[src/hdl/cubic_bezier_easing_bisection_top_defines.svh]
// ---------------------------------------------------------------------------
// Cubic Bezier easing: assertion macros
// Shorthand for the concurrent checks at the end of the top level.
// ---------------------------------------------------------------------------
`ifndef CUBIC_BEZIER_EASING_BISECTION_TOP_DEFINES_SVH
`define CUBIC_BEZIER_EASING_BISECTION_TOP_DEFINES_SVH

// The consequent must hold in the same cycle as the antecedent.
`define CBEB_ASSERT_SAME(label, ante, cons, msg) \
  label: assert property (@(posedge clk) disable iff (!rst_n) (ante) |-> (cons)) \
    else $error(msg);

// The consequent must hold in the cycle after the antecedent.
`define CBEB_ASSERT_NEXT(label, ante, cons, msg) \
  label: assert property (@(posedge clk) disable iff (!rst_n) (ante) |=> (cons)) \
    else $error(msg);

`endif

[src/hdl/cbeb_pkg.sv]
// ---------------------------------------------------------------------------
// Cubic Bezier easing: shared package
// Default sizes, pipeline constants and the types shared by the design.
// ---------------------------------------------------------------------------
`default_nettype none

package cbeb_pkg;

  // Default number of fraction bits of every fixed-point value.
  localparam int unsigned CBEB_FRAC_BITS = 16;

  // Default number of bisection steps on the curve parameter.
  localparam int unsigned CBEB_BISECT_STEPS = 16;

  // Register stages inside one curve evaluation.
  localparam int unsigned CBEB_BEZ_LATENCY = 3;

  // How a transaction is resolved once the curve has been evaluated.
  typedef enum logic [1:0] {
    KIND_SOLVE,
    KIND_ZERO,
    KIND_ONE
  } kind_t;

  // Control that travels alongside every pipeline stage.
  typedef struct packed {
    logic  valid;
    kind_t kind;
  } pipe_ctl_t;

endpackage

`default_nettype wire

[src/hdl/cbeb_bez.sv]
// ---------------------------------------------------------------------------
// Cubic Bezier easing: curve evaluator
// Three-stage pipelined evaluation of one curve coordinate at parameter t.
// ---------------------------------------------------------------------------
`default_nettype none

module cbeb_bez import cbeb_pkg::*; #(
  parameter int unsigned FRAC_BITS = CBEB_FRAC_BITS
) (
  input  wire logic                 clk,
  input  wire logic                 en,
  input  wire logic [FRAC_BITS:0]   t_i,
  input  wire logic [FRAC_BITS:0]   p_i,
  input  wire logic [FRAC_BITS:0]   q_i,
  output logic      [FRAC_BITS+3:0] sum_o
);

  localparam int unsigned W  = FRAC_BITS + 1;
  localparam int unsigned SW = FRAC_BITS + 4;
  localparam logic [W-1:0] ONE = {1'b1, {FRAC_BITS{1'b0}}};

  // Truncating fixed-point product. Both operands are at most one, so the
  // result fits in the operand width.
  function automatic logic [W-1:0] fx_mul(input logic [W-1:0] a, input logic [W-1:0] b);
    logic [2*W-1:0] prod;
    prod = a * b;
    return prod[FRAC_BITS +: W];
  endfunction

  // Stage 1: squares of t and of its complement.
  logic [W-1:0] it;
  logic [W-1:0] s1_t_r, s1_it_r, s1_t2_r, s1_ii_r, s1_p_r, s1_q_r;

  assign it = ONE - t_i;

  always_ff @(posedge clk) begin
    if (en) begin
      s1_t_r  <= t_i;
      s1_it_r <= it;
      s1_t2_r <= fx_mul(t_i, t_i);
      s1_ii_r <= fx_mul(it, it);
      s1_p_r  <= p_i;
      s1_q_r  <= q_i;
    end
  end

  // Stage 2: the three cubic basis terms.
  logic [W-1:0] s2_a_r, s2_b_r, s2_c_r, s2_p_r, s2_q_r;

  always_ff @(posedge clk) begin
    if (en) begin
      s2_a_r <= fx_mul(s1_ii_r, s1_t_r);
      s2_b_r <= fx_mul(s1_it_r, s1_t2_r);
      s2_c_r <= fx_mul(s1_t2_r, s1_t_r);
      s2_p_r <= s1_p_r;
      s2_q_r <= s1_q_r;
    end
  end

  // Stage 3: weight the inner terms by the control coordinates.
  logic [W-1:0] s3_ap_r, s3_bq_r, s3_c_r;

  always_ff @(posedge clk) begin
    if (en) begin
      s3_ap_r <= fx_mul(s2_a_r, s2_p_r);
      s3_bq_r <= fx_mul(s2_b_r, s2_q_r);
      s3_c_r  <= s2_c_r;
    end
  end

  // Weighted sum: three times each inner term plus the cubic term.
  logic [SW-1:0] ap3, bq3;

  assign ap3   = (SW'(s3_ap_r) << 1) + SW'(s3_ap_r);
  assign bq3   = (SW'(s3_bq_r) << 1) + SW'(s3_bq_r);
  assign sum_o = ap3 + bq3 + SW'(s3_c_r);

endmodule

`default_nettype wire
[config.mk]
export PLATFORM = sky130hd
export DESIGN_NAME = cbeb_bez
export DESIGN_NICKNAME = d
export VERILOG_FILES = /design/src/hdl/cubic_bezier_easing_bisection_top_defines.svh /design/src/hdl/cbeb_pkg.sv /design/src/hdl/cbeb_bez.sv
export SDC_FILE = /design/constraint.sdc
export NUM_CORES = 2
export LEC_CHECK = 0
export ABC_AREA = 1
export BUFFER_PORTS_ARGS = -buffer_cell sky130_fd_sc_hd__buf_2
export CAP_MARGIN = 20
export CORE_MARGIN = 5
export CORE_UTILIZATION = 40
export DETAILED_ROUTE_END_ITERATION = 6
export SLEW_MARGIN = 20
export SYNTH_ARGS = -nofsm -noshare
export SYNTH_HDL_FRONTEND = slang
export SYNTH_SLANG_ARGS = --single-unit
[constraint.sdc]
create_clock -name clk -period 11.6 [get_ports clk]
set_clock_uncertainty 0.2 [all_clocks]
set_input_delay 1.74 -clock clk [delete_from_list [all_inputs] [get_ports clk]]
set_output_delay 1.74 -clock clk [all_outputs]
set_load 0.01 [all_outputs]
==> run_results.csv <==
group,metric,value,unit
worst_setup_path,crit_path_max_fanout,20,
logic_synthesis,yosys.area_share.simple,0.1691,
sta,hold_viol,0,
detailed_routing,ant_nets,0,
clocking,cts_buffer_depth,3,
final_layout,final_cell_mix,"inv_1, nand2_1, fa_1",
logic_synthesis,synth_fa_ha_area_frac,0.5333,
placed_design,portBuffers,72,
floorplanning,dieArea,195900,um^2
clocking,cts_num_sinks,237,
clocking,ctsResizeCount,0,
sta,grt_setup_unrepaired,"false",
grt,antenna_found_initial,1,
flow_run,drv_cap,0,
grt,overflow,0,
logic_synthesis,synth_seq_area_share,0.09508,
detailed_routing,drc,0,
clocking,clock_latency,0.60,ns
final_layout,layout_commonest_cell,"inv_1",
floorplanning,ios,73,
sta,slew_headroom,0.2743,
worst_setup_path,cp_num_buf_inv,8,
floorplanning,start_util,0.4028,
grt,grt_first_pass_wirelength,329900,um
detailed_routing,vias_per_cell,4.894,
detailed_routing,vias,56810,
detailed_routing,dr.pass1.iters,6,
sta,setup_violations,0,
logic_synthesis,synth_top_area_cell,"fa_1",
logic_synthesis,yosysWarnings,0,
placed_design,place_ws,2.432,ns
grt,grt_max_degree,74,
final_layout,layout.nets,11430,
clocking,ctsRootBufferMaster,"clkbuf_16",
logic_synthesis,yosysTopAreaCellShare,0.4100,
floorplanning,die_y,442.6,um
worst_setup_path,critPathCaptureType,"flop",
logic_synthesis,synth_nets,11640,
worst_setup_path,critPathMaxStageDelay,0.55,ns
logic_synthesis,synth_compound_area_frac,0.03692,
sta,layout_setup_ws,3.032,ns
grt,grt_pass1_vias,62250,
worst_setup_path,critPathArrivalTime,8.73,ns
worst_setup_path,critPathKind,"input port to flop",
logic_synthesis,synth_top_family_by_area,"adder cells",
sta,drv_slew,0,
sta,finalCritPeriodShare,0.7386,
worst_hold_path,hold_class,"flop to flop",
final_layout,seq_area,7117,um^2
detailed_routing,wl_per_cell,17.08,um
worst_setup_path,required,11.76,ns
floorplanning,die_w,442.6,um
sta,max_freq,116.7,MHz
worst_setup_path,critPathSlowestCell,"fa_1",
floorplanning,core,185800,um^2
sta,tns,0,ns
final_layout,drive_gt1_frac,0.02925,
clocking,postCtsHoldBufs,0,
final_layout,syn_to_final_growth,4.801,%
detailed_routing,routed_wl,198300,um
worst_setup_path,startpoint_type,"input port",
clocking,clkTransAtPathRegs,0.06,ns
grt,grt_usage,0.2074,
clocking,numCtsBuffers,35,
logic_synthesis,synthMuxAreaShare,0.0001337,
logic_synthesis,synth_area,74850,um^2
sta,tightest_slew,1.089,ns
clocking,cts_max_level,2,
logic_synthesis,syn_inst,9316,
sta,fin_crit,8.568,ns
detailed_routing,drtIter0Drc,3186,
logic_synthesis,synth_xor_area_frac,0.01148,
logic_synthesis,synth-seq-cells,237,
logic_synthesis,avgSynthCellArea,8.035,um^2
final_layout,diodes,0,
clocking,cts_tree,"done",
final_layout,nFillCells,18840,
placed_design,gp_congestion,0.8950,
placed_design,hpwl,160200,um
worst_setup_path,timing.critical_path.max_delay_family,"adder cells",
logic_synthesis,synth_area_leaders,"fa_1, inv_1, ha_1",
final_layout,multi_input_area,56220,um^2
floorplanning,fp-row-count,158,
run_status,outcome,"finished clean",
clocking,cts_setup_buffers,0,
logic_synthesis,synth_cell_types,45,
[worst paths after layout]
| kind | slack [ns] | cells past startpoint | endpoint | startpoint |
|---|---|---|---|---|
| max | 3.03 | 28 | s1_ii_r[15] | t_i[1] |
| min | 0.20 | 0 | s2_q_r[8] | s1_q_r[8] |
| max reg2reg | 5.20 | 21 | s2_b_r[8] | s1_it_r[13] |
| min reg2reg | 0.20 | 0 | s2_q_r[8] | s1_q_r[8] |
[routing by layer]
layer / routed length, um / track usage / part of all wire
met5: 0 / 0 / 0
met4: 5563 / 0.05648 / 0.028
met3: 9751 / 0.02239 / 0.049
met2: 96190 / 0.3590 / 0.49
met1: 86800 / 0.2769 / 0.44
[worst register-to-register path, stage by stage (launching register included)]
cell	delay, ns
edfxtp_1	0.95
nand2_1	0.19
fa_1	0.56
inv_1	0.05
fa_1	0.52
inv_1	0.05
fa_1	0.49
inv_1	0.06
fa_1	0.56
inv_1	0.06
fa_1	0.49
inv_1	0.05
fa_1	0.44
ha_1	0.33
a21oi_1	0.23
o21ai_0	0.24
a21oi_1	0.17
nand2_1	0.15
nand2_1	0.11
nand2_1	0.06
nand2_1	0.05
nand2_1	0.11
[through the flow]
stage               utilization  instance area [um^2]  hold WS, ns  cells
floorplan                     -                 74850       0.2003   9316
global route             0.4222                 78450       0.2225  11610
finish                   0.4222                 78450       0.2008  11610
detailed placement       0.4157                 77260       0.2045  11550
global placement         0.4157                 77260       0.2025  11550
CTS                      0.4222                 78450       0.2073  11610
[cells in the mapped netlist (all sizes together)]
master / count
inv: 2660
nand2: 2420
fa: 1533
ha: 738
nor2: 452
clkbuf: 346
edfxtp: 237
a21oi: 233
nand3: 187
o21ai: 144
xor2: 56
nor3: 48
a21o: 42
xnor2: 40
buf: 35
o21bai: 33
nand4: 29
a21boi: 15
nor4: 14
o21a: 14
a31oi: 9
nand3b: 8
and3: 5
or2: 5
and2: 4
clkinv: 4
o31ai: 4
mux2i: 1
[registers in the layout, indices dropped and copies added (netlist names)]
| signal | cells |
|---|---|
| s1_ii_r | 17 |
| s1_it_r | 16 |
| s1_p_r | 17 |
| s1_q_r | 17 |
| s1_t2_r | 17 |
| s1_t_r | 17 |
| s2_a_r | 17 |
| s2_b_r | 17 |
| s2_c_r | 17 |
| s2_p_r | 17 |
| s2_q_r | 17 |
| s3_ap_r | 17 |
| s3_bq_r | 17 |
| s3_c_r | 17 |
[logic make-up after synthesis]
family | count (synthesis)
buffers and inverters | 3045
flip-flops | 237
multiplexers | 1
AND/OR/NAND/NOR | 3172
AO/OA/AOI/OAI | 494
adder cells (fa/ha/maj) | 2271
XOR/XNOR | 96
[area by class of cell]
type                       instances  area share
clock buffer                      40     0.01140
clock inverter                    24    0.003796
inverter                        2664      0.1277
multi-input combinational       6034      0.7166
sequential                       237     0.09072
tap                             2480     0.03955
timing repair buffer             130     0.01027
Power is not shown: default switching activity piles up to over one toggle a cycle in this logic, so the estimate is an artifact.
